**config.mk**
```make
export PLATFORM = sky130hd
export DESIGN_NAME = variable_width_bit_packer_core
export DESIGN_NICKNAME = d
export VERILOG_FILES = /design/src/design/vwbp_pkg.sv /design/src/design/variable_width_bit_packer_core.sv /design/src/design/vwbp_front.sv /design/src/design/vwbp_fifo.sv /design/src/design/vwbp_back.sv
export SDC_FILE = /design/constraint.sdc
export NUM_CORES = 1
export LEC_CHECK = 0
export BUFFER_PORTS_ARGS = -buffer_cell sky130_fd_sc_hd__clkbuf_2
export CELL_PAD_IN_SITES_DETAIL_PLACEMENT = 1
export CELL_PAD_IN_SITES_GLOBAL_PLACEMENT = 2
export CORE_UTILIZATION = 46
export DETAILED_ROUTE_END_ITERATION = 6
export GPL_ROUTABILITY_DRIVEN = 1
export HOLD_SLACK_MARGIN = 0.03
export PLACE_DENSITY_LB_ADDON = 0.12
export SLEW_MARGIN = 20
export SYNTH_ARGS = -nofsm -noshare
export SYNTH_HDL_FRONTEND = slang
export SYNTH_HIERARCHICAL = 1
export SYNTH_SLANG_ARGS = --single-unit
```
**constraint.sdc**
```tcl
create_clock -name aclk -period 12.1 [get_ports aclk]
set_clock_uncertainty 0.2 [all_clocks]
set_input_delay 0.605 -clock aclk [delete_from_list [all_inputs] [get_ports aclk]]
set_output_delay 0.605 -clock aclk [all_outputs]
set_load 0.1 [all_outputs]
```
**src/design/vwbp_pkg.sv**
```systemverilog
// ----------------------------------------------------------------------------
// vwbp_pkg
// shared constants for the variable width bit packer
// ----------------------------------------------------------------------------
package vwbp_pkg;

    localparam int WORD_BITS_DEF = 32;  // packed word size
    localparam int VALUE_W       = 32;  // input value field
    localparam int WIDTH_W       = 6;   // input width field
    localparam int OUT_W         = 32;  // output word field
    localparam int S_TDATA_W     = 40;  // value + width, padded to bytes
    localparam int M_TDATA_W     = 32;  // word
    localparam int ITEM_Q_DEPTH  = 2;   // front to back queue
    localparam int OUT_Q_DEPTH   = 4;   // result word queue

endpackage

```
**src/design/variable_width_bit_packer_core.sv**
```systemverilog
// ----------------------------------------------------------------------------
// variable_width_bit_packer_core
// msb-first packer of 1 to 32 bit fields into words
// ----------------------------------------------------------------------------
// Each input transfer carries a value and a field width; the low width bits
// are appended msb first to a pending word, and every filled word goes out
// as one transfer. An input marked with tlast flushes the partial word,
// left-aligned and zero padded, with m_tlast set, so it can give two words.
// The block takes one input transfer per clock cycle, sustained, as long as
// the result side keeps taking words; a finished word passes from the item
// queue through the packing stage, which registers it in the output queue.
// The packing stage works on one item per cycle and waits only when its
// four-word output queue has fewer than two free slots, and the two-entry
// item queue in front lets the input side keep running while the packing
// stage waits.
// ----------------------------------------------------------------------------
module variable_width_bit_packer_core import vwbp_pkg::*; #(
    parameter int WORD_BITS = WORD_BITS_DEF
) (
    input  logic                 aclk,
    input  logic                 aresetn,
    input  logic                 s_tvalid,
    output logic                 s_tready,
    input  logic [S_TDATA_W-1:0] s_tdata,   // value[31:0], width[37:32], zero pad
    input  logic                 s_tlast,   // last_item
    output logic                 m_tvalid,
    input  logic                 m_tready,
    output logic [M_TDATA_W-1:0] m_tdata,   // word[31:0]
    output logic                 m_tlast    // last_word
);

    localparam int W_W    = $clog2(WORD_BITS + 1);
    localparam int ITEM_W = WORD_BITS + W_W + 1;

    logic [WORD_BITS-1:0] f_value, b_value;
    logic [W_W-1:0]       f_width, b_width;
    logic                 f_last, b_last;
    logic [ITEM_W-1:0]    q_rd_data;
    logic                 q_rd_valid, q_rd_ready;

    vwbp_front #(
        .WORD_BITS (WORD_BITS),
        .W_W       (W_W)
    ) u_front (
        .s_tdata    (s_tdata),
        .s_tlast    (s_tlast),
        .item_value (f_value),
        .item_width (f_width),
        .item_last  (f_last)
    );

    vwbp_fifo #(
        .WIDTH (ITEM_W),
        .DEPTH (ITEM_Q_DEPTH)
    ) u_item_q (
        .aclk     (aclk),
        .aresetn  (aresetn),
        .wr_valid (s_tvalid),
        .wr_ready (s_tready),
        .wr_data  ({f_last, f_width, f_value}),
        .rd_valid (q_rd_valid),
        .rd_ready (q_rd_ready),
        .rd_data  (q_rd_data)
    );

    assign b_value = q_rd_data[WORD_BITS-1:0];
    assign b_width = q_rd_data[WORD_BITS +: W_W];
    assign b_last  = q_rd_data[ITEM_W-1];

    vwbp_back #(
        .WORD_BITS (WORD_BITS),
        .W_W       (W_W)
    ) u_back (
        .aclk       (aclk),
        .aresetn    (aresetn),
        .item_valid (q_rd_valid),
        .item_ready (q_rd_ready),
        .item_value (b_value),
        .item_width (b_width),
        .item_last  (b_last),
        .m_tvalid   (m_tvalid),
        .m_tready   (m_tready),
        .m_tdata    (m_tdata),
        .m_tlast    (m_tlast)
    );

endmodule

```
**src/design/vwbp_front.sv**
```systemverilog
// ----------------------------------------------------------------------------
// vwbp_front
// unpacks an input transfer, saturates the field width and masks the value
// ----------------------------------------------------------------------------
module vwbp_front import vwbp_pkg::*; #(
    parameter int WORD_BITS = WORD_BITS_DEF,
    parameter int W_W       = $clog2(WORD_BITS + 1)
) (
    input  logic [S_TDATA_W-1:0] s_tdata,    // value[31:0], width[37:32], zero pad
    input  logic                 s_tlast,    // last_item
    output logic [WORD_BITS-1:0] item_value,
    output logic [W_W-1:0]       item_width,
    output logic                 item_last
);

    logic [VALUE_W-1:0] value_in;
    logic [WIDTH_W-1:0] width_in;
    logic [VALUE_W-1:0] value_masked;

    assign value_in = s_tdata[VALUE_W-1:0];
    assign width_in = s_tdata[VALUE_W +: WIDTH_W];

    // widths beyond the word size act as a full word
    always_comb begin
        if (32'(width_in) > 32'(WORD_BITS)) begin
            item_width = W_W'(WORD_BITS);
        end else begin
            item_width = W_W'(width_in);
        end
    end

    // shift of 32 or more clears the shifted ones, so the mask becomes all ones
    assign value_masked = value_in & ~({VALUE_W{1'b1}} << item_width);
    assign item_value   = WORD_BITS'(value_masked);
    assign item_last    = s_tlast;

endmodule

```
**src/design/vwbp_fifo.sv**
```systemverilog
// ----------------------------------------------------------------------------
// vwbp_fifo
// small register queue between the front and the back
// ----------------------------------------------------------------------------
module vwbp_fifo #(
    parameter int WIDTH = 8,
    parameter int DEPTH = 2
) (
    input  logic             aclk,
    input  logic             aresetn,
    input  logic             wr_valid,
    output logic             wr_ready,
    input  logic [WIDTH-1:0] wr_data,
    output logic             rd_valid,
    input  logic             rd_ready,
    output logic [WIDTH-1:0] rd_data
);

    localparam int PTR_W = (DEPTH > 1) ? $clog2(DEPTH) : 1;
    localparam int CNT_W = $clog2(DEPTH + 1);

    logic [WIDTH-1:0] mem_reg [DEPTH];
    logic [PTR_W-1:0] wr_ptr_reg, wr_ptr_next;
    logic [PTR_W-1:0] rd_ptr_reg, rd_ptr_next;
    logic [CNT_W-1:0] count_reg, count_next;
    logic             push, pop;

    assign wr_ready = (count_reg != CNT_W'(DEPTH));
    assign rd_valid = (count_reg != '0);
    assign rd_data  = mem_reg[rd_ptr_reg];
    assign push     = wr_valid && wr_ready;
    assign pop      = rd_valid && rd_ready;

    always_comb begin
        wr_ptr_next = wr_ptr_reg;
        rd_ptr_next = rd_ptr_reg;
        if (push) begin
            wr_ptr_next = (wr_ptr_reg == PTR_W'(DEPTH - 1)) ? '0 : wr_ptr_reg + 1'b1;
        end
        if (pop) begin
            rd_ptr_next = (rd_ptr_reg == PTR_W'(DEPTH - 1)) ? '0 : rd_ptr_reg + 1'b1;
        end
        count_next = count_reg + CNT_W'(push) - CNT_W'(pop);
    end

    always_ff @(posedge aclk) begin
        if (!aresetn) begin
            wr_ptr_reg <= '0;
            rd_ptr_reg <= '0;
            count_reg  <= '0;
        end else begin
            wr_ptr_reg <= wr_ptr_next;
            rd_ptr_reg <= rd_ptr_next;
            count_reg  <= count_next;
        end
    end

    always_ff @(posedge aclk) begin
        if (push) begin
            mem_reg[wr_ptr_reg] <= wr_data;
        end
    end

endmodule

```
**src/design/vwbp_back.sv**
```systemverilog
// ----------------------------------------------------------------------------
// vwbp_back
// appends fields to the pending word and queues the finished words
// ----------------------------------------------------------------------------
module vwbp_back import vwbp_pkg::*; #(
    parameter int WORD_BITS = WORD_BITS_DEF,
    parameter int W_W       = $clog2(WORD_BITS + 1)
) (
    input  logic                 aclk,
    input  logic                 aresetn,
    input  logic                 item_valid,
    output logic                 item_ready,
    input  logic [WORD_BITS-1:0] item_value,
    input  logic [W_W-1:0]       item_width,
    input  logic                 item_last,
    output logic                 m_tvalid,
    input  logic                 m_tready,
    output logic [M_TDATA_W-1:0] m_tdata,
    output logic                 m_tlast
);

    localparam int CNT_W  = $clog2(WORD_BITS);
    localparam int T_W    = CNT_W + 1;
    localparam int SH_W   = $clog2(2 * WORD_BITS + 1);
    localparam int OQ_PW  = $clog2(OUT_Q_DEPTH);
    localparam int OQ_CW  = $clog2(OUT_Q_DEPTH + 1);

    logic [WORD_BITS-1:0]   pending_reg, pending_next;
    logic [CNT_W-1:0]       bit_cnt_reg, bit_cnt_next;
    logic [T_W-1:0]         total;
    logic [SH_W-1:0]        shamt;
    logic [2*WORD_BITS-1:0] acc;
    logic [WORD_BITS-1:0]   acc_hi, acc_lo;
    logic                   over, rem_zero, take;
    logic                   push0, push1, last0;

    logic [OUT_W-1:0]       oq_word_reg [OUT_Q_DEPTH];
    logic                   oq_last_reg [OUT_Q_DEPTH];
    logic [OQ_PW-1:0]       oq_wr_reg, oq_wr_next, oq_wr_plus1;
    logic [OQ_PW-1:0]       oq_rd_reg, oq_rd_next;
    logic [OQ_CW-1:0]       oq_cnt_reg, oq_cnt_next;
    logic                   out_pop;

    // output side of the word queue
    assign m_tvalid = (oq_cnt_reg != '0);
    assign m_tdata  = oq_word_reg[oq_rd_reg];
    assign m_tlast  = oq_last_reg[oq_rd_reg];
    assign out_pop  = m_tvalid && m_tready;

    // an item may produce two words, so keep two slots free
    assign item_ready = ((oq_cnt_reg - OQ_CW'(out_pop)) <= OQ_CW'(OUT_Q_DEPTH - 2));
    assign take       = item_valid && item_ready;

    // place the field just below the pending bits in a double-width window
    assign total    = T_W'(bit_cnt_reg) + T_W'(item_width);
    assign shamt    = SH_W'(2 * WORD_BITS) - SH_W'(total);
    assign acc      = {pending_reg, {WORD_BITS{1'b0}}}
                    | ((2 * WORD_BITS)'(item_value) << shamt);
    assign acc_hi   = acc[2*WORD_BITS-1:WORD_BITS];
    assign acc_lo   = acc[WORD_BITS-1:0];
    assign over     = (total >= T_W'(WORD_BITS));
    assign rem_zero = (total == T_W'(WORD_BITS));

    assign push0 = take && (over || item_last);
    assign push1 = take && item_last && over && !rem_zero;
    assign last0 = over ? (item_last && rem_zero) : item_last;

    always_comb begin
        pending_next = pending_reg;
        bit_cnt_next = bit_cnt_reg;
        if (take) begin
            if (item_last) begin
                pending_next = '0;
                bit_cnt_next = '0;
            end else if (over) begin
                pending_next = acc_lo;
                bit_cnt_next = CNT_W'(total - T_W'(WORD_BITS));
            end else begin
                pending_next = acc_hi;
                bit_cnt_next = CNT_W'(total);
            end
        end
    end

    always_comb begin
        oq_wr_plus1 = oq_wr_reg + 1'b1;
        oq_wr_next  = oq_wr_reg + OQ_PW'(push0) + OQ_PW'(push1);
        oq_rd_next  = oq_rd_reg + OQ_PW'(out_pop);
        oq_cnt_next = oq_cnt_reg + OQ_CW'(push0) + OQ_CW'(push1) - OQ_CW'(out_pop);
    end

    always_ff @(posedge aclk) begin
        if (!aresetn) begin
            pending_reg <= '0;
            bit_cnt_reg <= '0;
            oq_wr_reg   <= '0;
            oq_rd_reg   <= '0;
            oq_cnt_reg  <= '0;
        end else begin
            pending_reg <= pending_next;
            bit_cnt_reg <= bit_cnt_next;
            oq_wr_reg   <= oq_wr_next;
            oq_rd_reg   <= oq_rd_next;
            oq_cnt_reg  <= oq_cnt_next;
        end
    end

    always_ff @(posedge aclk) begin
        if (push0) begin
            oq_word_reg[oq_wr_reg] <= OUT_W'(acc_hi);
            oq_last_reg[oq_wr_reg] <= last0;
        end
        if (push1) begin
            oq_word_reg[oq_wr_plus1] <= OUT_W'(acc_lo);
            oq_last_reg[oq_wr_plus1] <= 1'b1;
        end
    end

endmodule

```
; Word-level counts from Yosys, hierarchy flattened
; Memories as Yosys holds them, arrays and structs flattened. A register that Yosys moved wholly into a read port is not among the register bits.
; Index checks and enable logic that the tools add are counted.
[op_classes]
order_cmp = 3
n_bitwise = 3
addsub = 15
shifts = 2
n_eq_ne = 2
n_reduce_logical = 12
mux = 18
[op_table]
columns = op, n
row1 = $mux 32, 2
row2 = $or 64x64->64, 1
row3 = $shl 32x7->64, 1
row4 = $and 32x32->32, 1
row5 = $not 32->32, 1
row6 = $shl 32x6->32 const A, 1
row7 = $mux 1, 11
row8 = $mux 5, 2
row9 = $add 2x1->2, 4
row10 = $logic_and 1x1->1, 8
row11 = $sub 7x6->7 const A, 1
row12 = $add 3x1->3, 2
row13 = $add 5x6->6, 1
row14 = $eq 6x6->1 const B, 1
row15 = $ge 6x6->1 const B, 1
row16 = $gt 6x6->1 const B, 1
row17 = $mux 6, 1
row18 = $sub 3x1->3, 2
row19 = $sub 5x1->5 const B, 1
row20 = $mux 2, 2
row21 = $le 3x2->1 const B, 1
row22 = $reduce_bool 3->1, 1
row23 = $add 1x1->1 const B, 2
row24 = $add 2x1->2 const B, 1
row25 = other kinds (5), 5
[word_totals]
out_inout_bits = 35
mem_count = 3
ramBits = 210
register_bits = 48
wordCells = 66
[mem_list]
columns = memory, depth, width, read_ports, rd_ports_with_merged_regs, wr, line_no
row1 = u_back.oq_word_reg, 4, 32, 1, 1, 2, vwbp_back.sv:37  ; logic [OUT_W-1:0] oq_word_reg [OUT_Q_DEPTH];
row2 = u_item_q.mem_reg, 2, 39, 1, 1, 1, vwbp_fifo.sv:22  ; logic [WIDTH-1:0] mem_reg [DEPTH];
row3 = u_back.oq_last_reg, 4, 1, 1, 1, 2, vwbp_back.sv:38  ; logic oq_last_reg [OUT_Q_DEPTH];

; Depth between registers and ports, before layout
; Gate-level depths: netlist of the first run.
[logic_depth]
depth_word = 10
depth_mapped = 19

; Cells and area by module
; Netlist of the first run, hierarchy kept.
[modules_own_cells]
columns = module, cells_per_inst, n_inst, area_each_um2
row1 = vwbp_back, 1042, 1, 11621.1
row2 = vwbp_fifo, 150, 1, 3110.5
row3 = vwbp_front, 88, 1, 526.8

; Worst setup path before layout of the first run
; Ideal clock, no wire load.
[synth_path]
path_kind = reg2reg
start = reg u_back.oq_cnt_reg[0]
end = mem u_back.oq_word_reg[2][0], enable pin
path_stages_with_launch = 11
required_time_ns = 11.430
setup_slack_ns = 5.748
arrival_time_ns = 5.682
n_path_buf = 1
cell_sequence = dfxtp_1 > or3_1 > and2_1 > clkbuf_1 > nor2b_1 > ha_1 > o21ai_1 > mux2i_1 > a211oi_1 > o21ai_0 > o31ai_1
[synth_lines]
columns = element, line_no
row1 = "start, declared", vwbp_back.sv:41  ; logic [OQ_CW-1:0] oq_cnt_reg, oq_cnt_next;
row2 = "start signal, assigned", vwbp_back.sv:104  ; oq_cnt_reg <= oq_cnt_next;
row3 = "end, declared", vwbp_back.sv:37

==> reports/qor.txt, run 1 <==
Status: complete, no violations
DR vias/cell: 6.13
Routed Antenna Nets: 0
Fin Setup TNS: 0 ps
Final min period: 5930 ps
Clk sinks: 259
Later-pin clock latency in the skew report: 570 ps
Routed length per placed instance: 24.2 microns
GP Congestion: 0.862
Syn nets: 1,337
Hold Crit Start: s_tdata[31]
WS Path Type: register to register
Slew Viols, Final: 0
Largest area contributor in the synthesized netlist: edfxtp_1
Grt ovf: 0
DRC viols: 0
Final setup fails: 0
CORE AREA: 32,600 sq um
Top post-synthesis cells by area: edfxtp_1 41%, mux4_2 8.1%, mux2i_1 7.1%
Vias: 10,900
Top-area cell type share of the netlist area: 0.405
Hold WC Path Type: input port to register
RSZ-0062 raised after global routing: no
Peak Freq: 168 MHz
DRT Wirelength: 43.2 mm
Multi-input gate area: 7510 sq um
Asr flop ratio synth: 0
Largest net degree at the start of global routing: 47
CTS tree: done
CP Max Fanout: 39
Antenna Diode Count: 0
Initial DRC Count: 622
Warnings, synthesis: 6
Gr busiest metal: met2
TritonCTS Buffers: 29
CTS root buf: clkbuf_16
Die W: 184 microns
Post-synthesis sequential area ratio: 0.475
Most frequent cells in the layout: 206 x edfxtp_1, 107 x mux2i_1, 98 x nand2_1
Starting Density: 0.468
CTS max path bufs: 3
Layout net count: 1,376
Commonest non-fill, non-tap cell in the layout: edfxtp_1
Area delta synth->final: 11.1%
Hpwl dp: 29.9 mm
Data arrival, critical path: 6050 ps
Worst Setup Start Kind: register
Met2 usage: 0.438
Slew margin rel.: 0.263
IO buf count: 77
Yosys cell types: 88
GRT Resource Usage Total: 0.257
Critical Path RT: 12,220 ps
Htree depth: 1
Vias in the first global route: 11,200
Initial antenna violation count: 0
Clk slew on worst S/H paths: 60 ps
Post-synthesis cell area: 15,300 sq um
Max FFs per register: 128
Pre-antenna DRT Iters: 7
Cells after synthesis: 1,280
Layout cells sized above 1: 0.260
Worst-Margin Slew: 1100 ps
Sequential cell area: 7250 sq um
Most used DFF post-synth: edfxtp_1
First-pass GRT wire length: 66.7 mm
Die ar.: 33,900 sq um
Max Cap Viol: 0
I/O pin count: 80
Average cell area after synthesis: 11.9 sq um
Die span in y: 184 microns
FP Rows: 66
Yosys reg bits: 259
Fill count: 3,391
M3 GR Usage: 0.0275
Worst setup EP type: register
Final Cycle Share: 0.490
Post-synth EDFFs: 206
Final Hold Fails: 0
GR Util met1: 0.349
worst paths after layout:
kind | endpoint | slack [ps] | depth (start not counted)
worst max-delay path | u_back/oq_word_reg[1][30] | 6170 | 11
worst min-delay path | u_item_q/mem_reg[1][31] | 170 | 2
worst max register to register | u_back/oq_word_reg[1][30] | 6170 | 11
worst min register to register | u_back/bit_cnt_reg[0] | 290 | 2
metal layers:
layer,part of all wire,vias to the layer above
li1,-,5070
met4,0.021,0
met5,0,-
met1,0.45,5554
met2,0.49,257
met3,0.037,51
metrics by stage:
| stage | std cells | instance area [sq um] | utilization | worst slack (ps) | hold WS [ps] |
|---|---|---|---|---|---|
| 2_1_floorplan | 1280 | 15300 | - | 5750 | 233 |
| 3_3_place_gp | 1729 | 16000 | 0.489 | 6110 | 246 |
| 3_5_place_dp | 1729 | 16000 | 0.489 | 6080 | 265 |
| 4_1_cts | 1783 | 17000 | 0.520 | 6030 | 140 |
| 5_1_grt | 1783 | 17000 | 0.520 | 5880 | 155 |
| 6_report | 1783 | 17000 | 0.520 | 6170 | 169 |
worst max-delay path: stages (launching register included):
cell	delay, ps
dfxtp_2	310
buf_4	450
mux2_2	420
ha_2	210
fa_1	510
xnor2_1	570
o2111ai_1	360
a22oi_2	780
nand2_1	670
nand2_1	560
o21ai_1	280
mux2_2	340
cell usage after synthesis, types with 5 or more instances:
cell type / instances
edfxtp_1: 206
mux2i_1: 108
nand2_1: 98
mux2_2: 95
a21oi_1: 78
nor2_1: 77
o21ai_0: 65
mux4_2: 55
dfxtp_1: 53
clkbuf_1: 38
nor3_1: 32
buf_2: 29
nor2b_1: 21
inv_1: 19
nand3_1: 17
and2_1: 14
o21ai_1: 14
a22oi_1: 13
buf_4: 12
a221o_1: 11
buf_1: 11
a32oi_1: 10
mux2_4: 10
o211ai_1: 10
a211oi_1: 9
o221ai_1: 9
a21boi_0: 8
ha_1: 8
or3_1: 8
xnor2_1: 8
nand4_1: 7
a41oi_1: 6
a211oi_2: 5
a221oi_1: 5
buf_6: 5
nor4_1: 5
o31ai_1: 5
area by class of cell:
type / instances / area share
multi-input cells: 907 / 0.443
flip-flops and latches: 259 / 0.428
clock buffers: 29 / 0.0428
repair buffers: 103 / 0.0344
well taps: 442 / 0.0326
clock inverters: 24 / 0.0156
inverters: 19 / 0.00421
timing repair:
| action | in CTS | in global routing |
|---|---|---|
| setup buffers | 0 | 0 |
| endpoints found under the hold margin | 2 | 0 |
| setup endpoints to repair | 0 | 0 |
| hold buffers | 1 | 0 |
| gates resized for setup | 0 | 0 |
kinds of logic (layout without fill, tap and decap cells):
| kind of cell | after synthesis | count (layout) | synth area share |
|---|---|---|---|
| simple gates | 305 | 305 | 0.0950 |
| flops | 259 | 259 | 0.475 |
| xor+xnor | 15 | 15 | 0.0110 |
| mux | 270 | 270 | 0.234 |
| buf+inv | 114 | 175 | 0.0358 |
| compound gates | 305 | 305 | 0.138 |
| fa+ha+maj | 12 | 12 | 0.0118 |
Power of run 1 is left out: the tool's default activity adds up to more than one toggle a clock period on the data nets, which glitch-free logic cannot reach.
==> inputs of run 2 (changes only) <==
--- a/config.mk
+++ b/config.mk
@@ -8,7 +8,7 @@
 export BUFFER_PORTS_ARGS = -buffer_cell sky130_fd_sc_hd__clkbuf_2
 export CELL_PAD_IN_SITES_DETAIL_PLACEMENT = 1
 export CELL_PAD_IN_SITES_GLOBAL_PLACEMENT = 2
-export CORE_UTILIZATION = 46
+export CORE_UTILIZATION = 43
 export DETAILED_ROUTE_END_ITERATION = 6
 export GPL_ROUTABILITY_DRIVEN = 1
 export HOLD_SLACK_MARGIN = 0.03
==> constraint.sdc (replaced) <==
create_clock -name aclk -period 6.2 [get_ports aclk]
set_clock_uncertainty 0.2 [all_clocks]
set_input_delay 0.31 -clock aclk [delete_from_list [all_inputs] [get_ports aclk]]
set_output_delay 0.31 -clock aclk [all_outputs]
set_load 0.1 [all_outputs]
==> reports/qor.txt, run 2 (synthesis gave the netlist of run 1 again) <==
GRT Resource Usage Total: 0.249 (was 0.257)
Final Cycle Share: 0.846 (was 0.490)
FP Rows: 68 (was 66)
CTS max path bufs: 3 (unchanged)
Final setup fails: 0 (unchanged)
CORE AREA: 34,700 sq um (was 32,600 sq um)
Fin Setup TNS: 0 ps (unchanged)
Vias in the first global route: 11,700 (was 11,200)
Routed Antenna Nets: 0 (unchanged)
Delay-heaviest family, CP: adder cells (was compound AO/OA/AOI/OAI gates)
CTS root buf: clkbuf_16 (unchanged)
Final Hold Fails: 0 (unchanged)
Die span in y: 190 microns (was 184 microns)
Peak Freq: 191 MHz (was 168 MHz)
Antenna Diode Count: 0 (unchanged)
Later-pin clock latency in the skew report: 570 ps (about the same)
Data arrival, critical path: 5440 ps (was 6050 ps)
Slew margin rel.: 0.303 (was 0.263)
DRT Wirelength: 44.4 mm (was 43.2 mm)
I/O pin count: 80 (unchanged)
Final min period: 5250 ps (was 5930 ps)
Most frequent cells in the layout: 206 x edfxtp_1, 107 x mux2i_1, 98 x nand2_1 (unchanged)
Worst Setup Start Kind: register (unchanged)
Most frequent cell on the critical path: mux2_2
Critical Path RT: 6400 ps (was 12,220 ps)
Die ar.: 36,200 sq um (was 33,900 sq um)
TritonCTS Buffers: 29 (unchanged)
Grt ovf: 0 (unchanged)
Routed length per placed instance: 24.0 microns (was 24.2 microns)
Largest net degree at the start of global routing: 46 (was 47)
GP Congestion: 0.875 (was 0.862)
Worst path cell trace: mux2_2 > ha_2 > fa_1 > inv_1 > ha_1 > buf_4 > mux2_2 > o21ai_0 > nor2_1 > a2111oi_0 > o21ai_1 > a21oi_1 (was buf_4 > mux2_2 > ha_2 > fa_1 > xnor2_1 > o2111ai_1 > a22oi_2 > nand2_1 > nand2_1 > o21ai_1 > mux2_2)
DRC viols: 0 (unchanged)
Worst-Margin Slew: 1040 ps (was 1100 ps)
Layout net count: 1,431 (was 1,376)
Clk slew on worst S/H paths: 60 ps (about the same)
Htree depth: 1 (unchanged)
R2R Setup Slk: 950 ps (was 6170 ps)
Bufs and invs on worst path: 2 (was 1)
IO buf count: 77 (unchanged)
Worst setup EP type: register (unchanged)
RSZ-0062 raised after global routing: no (unchanged)
Area delta synth->final: 14.5% (was 11.1%)
Post-CTS setup buffer count: 0 (unchanged)
Vias: 11,100 (was 10,900)
Status: complete, no violations (unchanged)
Starting Density: 0.440 (was 0.468)
Initial DRC Count: 576 (was 622)
Clk sinks: 259 (unchanged)
Die W: 190 microns (was 184 microns)
Crit-path max cell delay: 870 ps (was 780 ps)
CP max-delay cell: ha_1 (was a22oi_2)
Hpwl dp: 31.5 mm (was 29.9 mm)
Slew Viols, Final: 0 (unchanged)
DR vias/cell: 6.01 (was 6.13)
Pre-antenna DRT Iters: 4 (was 7)
Initial antenna violation count: 0 (unchanged)
Max FFs per register: 128 (unchanged)
Layout cells sized above 1: 0.259 (was 0.260)
CP Max Fanout: 25 (was 39)
WS Path Type: register to register (unchanged)
Commonest non-fill, non-tap cell in the layout: edfxtp_1 (unchanged)
Max Cap Viol: 0 (unchanged)
Hold WC Path Type: input port to register (unchanged)
First-pass GRT wire length: 69.1 mm (was 66.7 mm)
CTS tree: done (unchanged)
## run 2: cell count changes in the layout (fill, tap and decap cells not counted), moves of 2 or more
cell / change
clkinv_1: +3
buf_12: +3
clkinv_4: -2
clkinvlp_4: -4
dlygate4sd3_1: +34
clkinv_2: -2
clkbuf_1: +5
buf_4: +18
## run 2: final timing paths
kind                         startpoint                   endpoint  cells past startpoint
setup / recovery               register  u_back/oq_word_reg[0][15]                     12
hold / removal              s_tdata[32]    u_item_q/mem_reg[0][32]                      2
setup reg to reg               register  u_back/oq_word_reg[0][15]                     12
hold reg to reg   u_back/oq_last_reg[0]      u_back/oq_last_reg[0]                      2
## run 2: worst reg2reg max path, delay by kind of cell (launching register included)
family / cells / cell delay [ps]
mux: 2 / 750
flops: 1 / 410
compound gates: 4 / 1620
fa+ha+maj: 3 / 1640
buf+inv: 2 / 370
simple gates: 1 / 80
## run 2: metrics by stage
step	setup slack, ps	utilization	std cells	instance area [sq um]	hold WS (ps)
floorplan	-152	-	1280	15300	232
global placement	993	0.466	1763	16200	244
detailed placement	987	0.466	1763	16200	267
CTS	963	0.503	1850	17500	36.4
global route	680	0.503	1850	17500	52.1
finish	954	0.503	1850	17500	43.6
## run 2: area by class of cell
class	instances	area (sq um)
Clock buffer	34	744
Fill cell	3616	17200
Sequential cell	259	7250
Tap cell	455	569
Multi-Input combinational cell	907	7510
Clock inverter	18	210
Timing Repair Buffer	158	1120
Inverter	19	71.3
## run 2: layer usage
metal / share of wire / wire length (microns) / track usage
met1: 0.45 / 20100 / 0.335
met3: 0.026 / 1170 / 0.0259
met4: 0.027 / 1180 / 0.0717
met2: 0.50 / 22000 / 0.424
met5: 0 / 0 / 0
## run 2: what timing repair did
item | 4_1_cts | 5_1_grt
hold endpoints to repair | 68 | 0
resized for setup | 0 | 0
hold buffers | 35 | 0
Power of run 2 is left out for the same reason.
==> inputs of run 3 (changes only) <==
--- a/config.mk
+++ b/config.mk
@@ -5,10 +5,11 @@
 export SDC_FILE = /design/constraint.sdc
 export NUM_CORES = 1
 export LEC_CHECK = 0
+export ABC_AREA = 1
 export BUFFER_PORTS_ARGS = -buffer_cell sky130_fd_sc_hd__clkbuf_2
 export CELL_PAD_IN_SITES_DETAIL_PLACEMENT = 1
 export CELL_PAD_IN_SITES_GLOBAL_PLACEMENT = 2
-export CORE_UTILIZATION = 43
+export CORE_UTILIZATION = 34
 export DETAILED_ROUTE_END_ITERATION = 6
 export GPL_ROUTABILITY_DRIVEN = 1
 export HOLD_SLACK_MARGIN = 0.03
==> constraint.sdc (replaced) <==
create_clock -name aclk -period 4.7 [get_ports aclk]
set_clock_uncertainty 0.2 [all_clocks]
set_input_delay 0.235 -clock aclk [delete_from_list [all_inputs] [get_ports aclk]]
set_output_delay 0.235 -clock aclk [all_outputs]
set_load 0.1 [all_outputs]
==> reports/qor.txt, run 3 <==
Hold WC Path Type: input port to register (unchanged)
GP Congestion: 0.856 (was 0.875)
Commonest non-fill, non-tap cell in the layout: nand2_1 (was edfxtp_1)
CTS root buf: clkbuf_16 (unchanged)
TritonCTS Buffers: 30 (was 29)
Largest net degree at the start of global routing: 66 (was 46)
Count leader, synth: nand2_1 (was edfxtp_1)
Critical Path RT: 4810 ps (was 6400 ps)
Worst-Margin Slew: 1110 ps (was 1040 ps)
Vias: 14,000 (was 11,100)
Crit-path max cell delay: 550 ps (was 870 ps)
Syn nets: 2,097 (was 1,337)
Top post-synthesis cells by area: edfxtp_1 39%, nand2_1 16%, dfxtp_1 6.6% (was edfxtp_1 41%, mux4_2 8.1%, mux2i_1 7.1%)
IO buf count: 77 (unchanged)
Grt ovf: 0 (unchanged)
Max FFs per register: 128 (unchanged)
Hold slack: 195 ps (was 43.6 ps)
Antenna Diode Count: 0 (unchanged)
I/O pin count: 80 (unchanged)
Cells after synthesis: 2,040 (was 1,280)
Largest area contributor in the synthesized netlist: edfxtp_1 (unchanged)
Status: complete, no violations (unchanged)
Slew margin rel.: 0.256 (was 0.303)
Fill count: 5,608 (was 3,616)
GRT Resource Usage Total: 0.217 (was 0.249)
Die span in y: 219 microns (was 190 microns)
Post-synthesis sequential area ratio: 0.451 (was 0.475)
RR Endpoint: u_back/oq_word_reg[3][28] (was u_back/oq_word_reg[0][15])
Final Hold Fails: 0 (unchanged)
Peak Freq: 228 MHz (was 191 MHz)
Worst Setup Start Kind: register (unchanged)
Final setup fails: 0 (unchanged)
Die ar.: 48,100 sq um (was 36,200 sq um)
Layout cells sized above 1: 0.140 (was 0.259)
Fin Setup TNS: 0 ps (unchanged)
DR vias/cell: 5.11 (was 6.01)
Delay-heaviest family, CP: adder cells (unchanged)
Most frequent cells in the layout: 695 x nand2_1, 206 x edfxtp_1, 180 x nand3_1 (was 206 x edfxtp_1, 107 x mux2i_1, 98 x nand2_1)
Final core utilization: 0.393 (was 0.503)
Most used DFF post-synth: edfxtp_1 (unchanged)
Hpwl dp: 36.7 mm (was 31.5 mm)
Bufs and invs on worst path: 3 (was 2)
Initial antenna violation count: 0 (unchanged)
Asr flop ratio synth: 0 (unchanged)
Average cell area after synthesis: 7.88 sq um (was 11.9 sq um)
DRT Wirelength: 51.5 mm (was 44.4 mm)
Layout net count: 2,160 (was 1,431)
Post-synthesis cell area: 16,100 sq um (was 15,300 sq um)
Clk sinks: 259 (unchanged)
Initial DRC Count: 593 (was 576)
Final min period: 4380 ps (was 5250 ps)
Post-CTS setup buffer count: 0 (unchanged)
Setup WS pre-CTS: 299 ps (was 987 ps)
FP Rows: 79 (was 68)
Final Cycle Share: 0.931 (was 0.846)
Hold Crit Start: s_tlast (was s_tdata[32])
WS Path Type: register to register (unchanged)
Setup ws final: 323 ps (was 954 ps)
Hold Path Cell Cnt: 2 (unchanged)
CTS tree: done (unchanged)
Data arrival, critical path: 4480 ps (was 5440 ps)
Area delta synth->final: 13.9% (was 14.5%)
Htree depth: 1 (unchanged)
Worst Hold End: u_item_q/mem_reg[0][38] (was u_item_q/mem_reg[0][32])
Warnings, synthesis: 6 (unchanged)
DRC viols: 0 (unchanged)
Routed length per placed instance: 18.8 microns (was 24.0 microns)
Max Cap Viol: 0 (unchanged)
CORE AREA: 46,600 sq um (was 34,700 sq um)
Post-synth EDFFs: 206 (unchanged)
Slew Viols, Final: 0 (unchanged)
Worst setup EP type: register (unchanged)
Vias in the first global route: 14,300 (was 11,700)
Sequential cell area: 7250 sq um (unchanged)
Worst path cell trace: mux2_2 > ha_1 > fa_1 > inv_1 > ha_1 > inv_1 > buf_4 > nand3_1 > nand2_1 > nand2_1 > nand2_1 > nand2_1 > o21ai_1 > nand2_1 > nand3_1 > nand3_1 > nand2_1 > o21ai_0 (was mux2_2 > ha_2 > fa_1 > inv_1 > ha_1 > buf_4 > mux2_2 > o21ai_0 > nor2_1 > a2111oi_0 > o21ai_1 > a21oi_1)
CP Max Fanout: 19 (was 25)
Routed Antenna Nets: 0 (unchanged)
Worst reg-to-reg path cell count: 18 (was 12)
Synth top cells by count: 696 x nand2_1, 206 x edfxtp_1, 180 x nand3_1 (was 206 x edfxtp_1, 108 x mux2i_1, 98 x nand2_1)
Yosys reg bits: 259 (unchanged)
CP max-delay cell: fa_1 (was ha_1)
Starting Density: 0.345 (was 0.440)
Clk slew on worst S/H paths: 70 ps (was 60 ps)
Later-pin clock latency in the skew report: 590 ps (was 570 ps)
Die W: 219 microns (was 190 microns)
Yosys cell types: 47 (was 88)
CTS max path bufs: 3 (unchanged)
RSZ-0062 raised after global routing: no (unchanged)
Pre-antenna DRT Iters: 5 (was 4)
Most frequent cell on the critical path: nand2_1 (was mux2_2)
R2R Setup Slk: 320 ps (was 950 ps)
Multi-input gate area: 7510 sq um (about the same)
Top-area cell type share of the netlist area: 0.385 (was 0.405)
First-pass GRT wire length: 80.8 mm (was 69.1 mm)
==> run 3: cell types whose count changed after synthesis, moves of 32 or more <==
cell,delta
inv_1,+93
mux2_2,-66
mux2i_1,-108
mux4_2,-55
nand2_1,+598
nand3_1,+163
nor2_1,+50
nor3_1,-32
o21ai_0,+74
o21ai_1,+80
==> run 3: layout make-up <==
| cell class | count | share of cell area |
|---|---|---|
| Tap cell | 607 | 0.0415 |
| Clock inverter | 15 | 0.0142 |
| Sequential cell | 259 | 0.396 |
| Clock buffer | 41 | 0.0438 |
| Inverter | 131 | 0.0273 |
| Multi-Input combinational cell | 1522 | 0.411 |
| Timing Repair Buffer | 159 | 0.0662 |
==> run 3: kinds of logic (layout without fill, tap and decap cells) <==
kind of cell / Yosys count / after routing / share of synthesized area
and+or+nand+nor: 1102 / 1102 / 0.303
AOI/OAI and AO/OA: 364 / 364 / 0.120
DFF: 259 / 259 / 0.451
buffers and inverters: 259 / 346 / 0.0825
muxes: 39 / 39 / 0.0297
adders and majority gates: 12 / 12 / 0.0112
xor gates and xnor gates: 5 / 5 / 0.00273
==> run 3: worst max-delay path by stage <==
stage | cells past startpoint | endpoint
finish | 18 | u_back/oq_word_reg[3][28]
global route | 18 | u_back/oq_word_reg[3][28]
CTS | 18 | u_back/oq_word_reg[3][28]
detailed placement | 18 | u_back/oq_word_reg[3][28]
global placement | 18 | u_back/oq_word_reg[2][28]
floorplan | 16 | u_back/oq_word_reg[3][0]
==> run 3: routing by layer <==
layer,global-route usage,part of all wire,vias up
met3,0.0212,0.025,65
met5,0,0,-
met2,0.387,0.49,180
met4,0.0567,0.025,0
li1,-,-,6961
met1,0.279,0.46,6775
==> run 3: repair_timing <==
| action | in CTS | in global routing |
|---|---|---|
| gates resized for setup | 0 | 0 |
| setup endpoints to repair | 0 | 0 |
| hold buffers | 44 | 0 |
| endpoints found under the hold margin | 85 | 0 |
==> run 3: stage by stage <==
| step | cell area (sq um) | cells |
|---|---|---|
| after global placement | 16700 | 2632 |
| after detailed placement | 16800 | 2634 |
| after global routing | 18300 | 2734 |
| final | 18300 | 2734 |
| after floorplan | 16100 | 2040 |
| after CTS | 18300 | 2734 |
==> run 3: worst register-to-register path, delay by kind of cell (launching register included) <==
kind | cells | cell delay [ps]
compound gates | 2 | 380
fa+ha+maj | 3 | 1100
buf+inv | 3 | 730
mux | 1 | 340
flops | 1 | 350
simple gates | 9 | 1010
Power of run 3 is left out for the same reason.
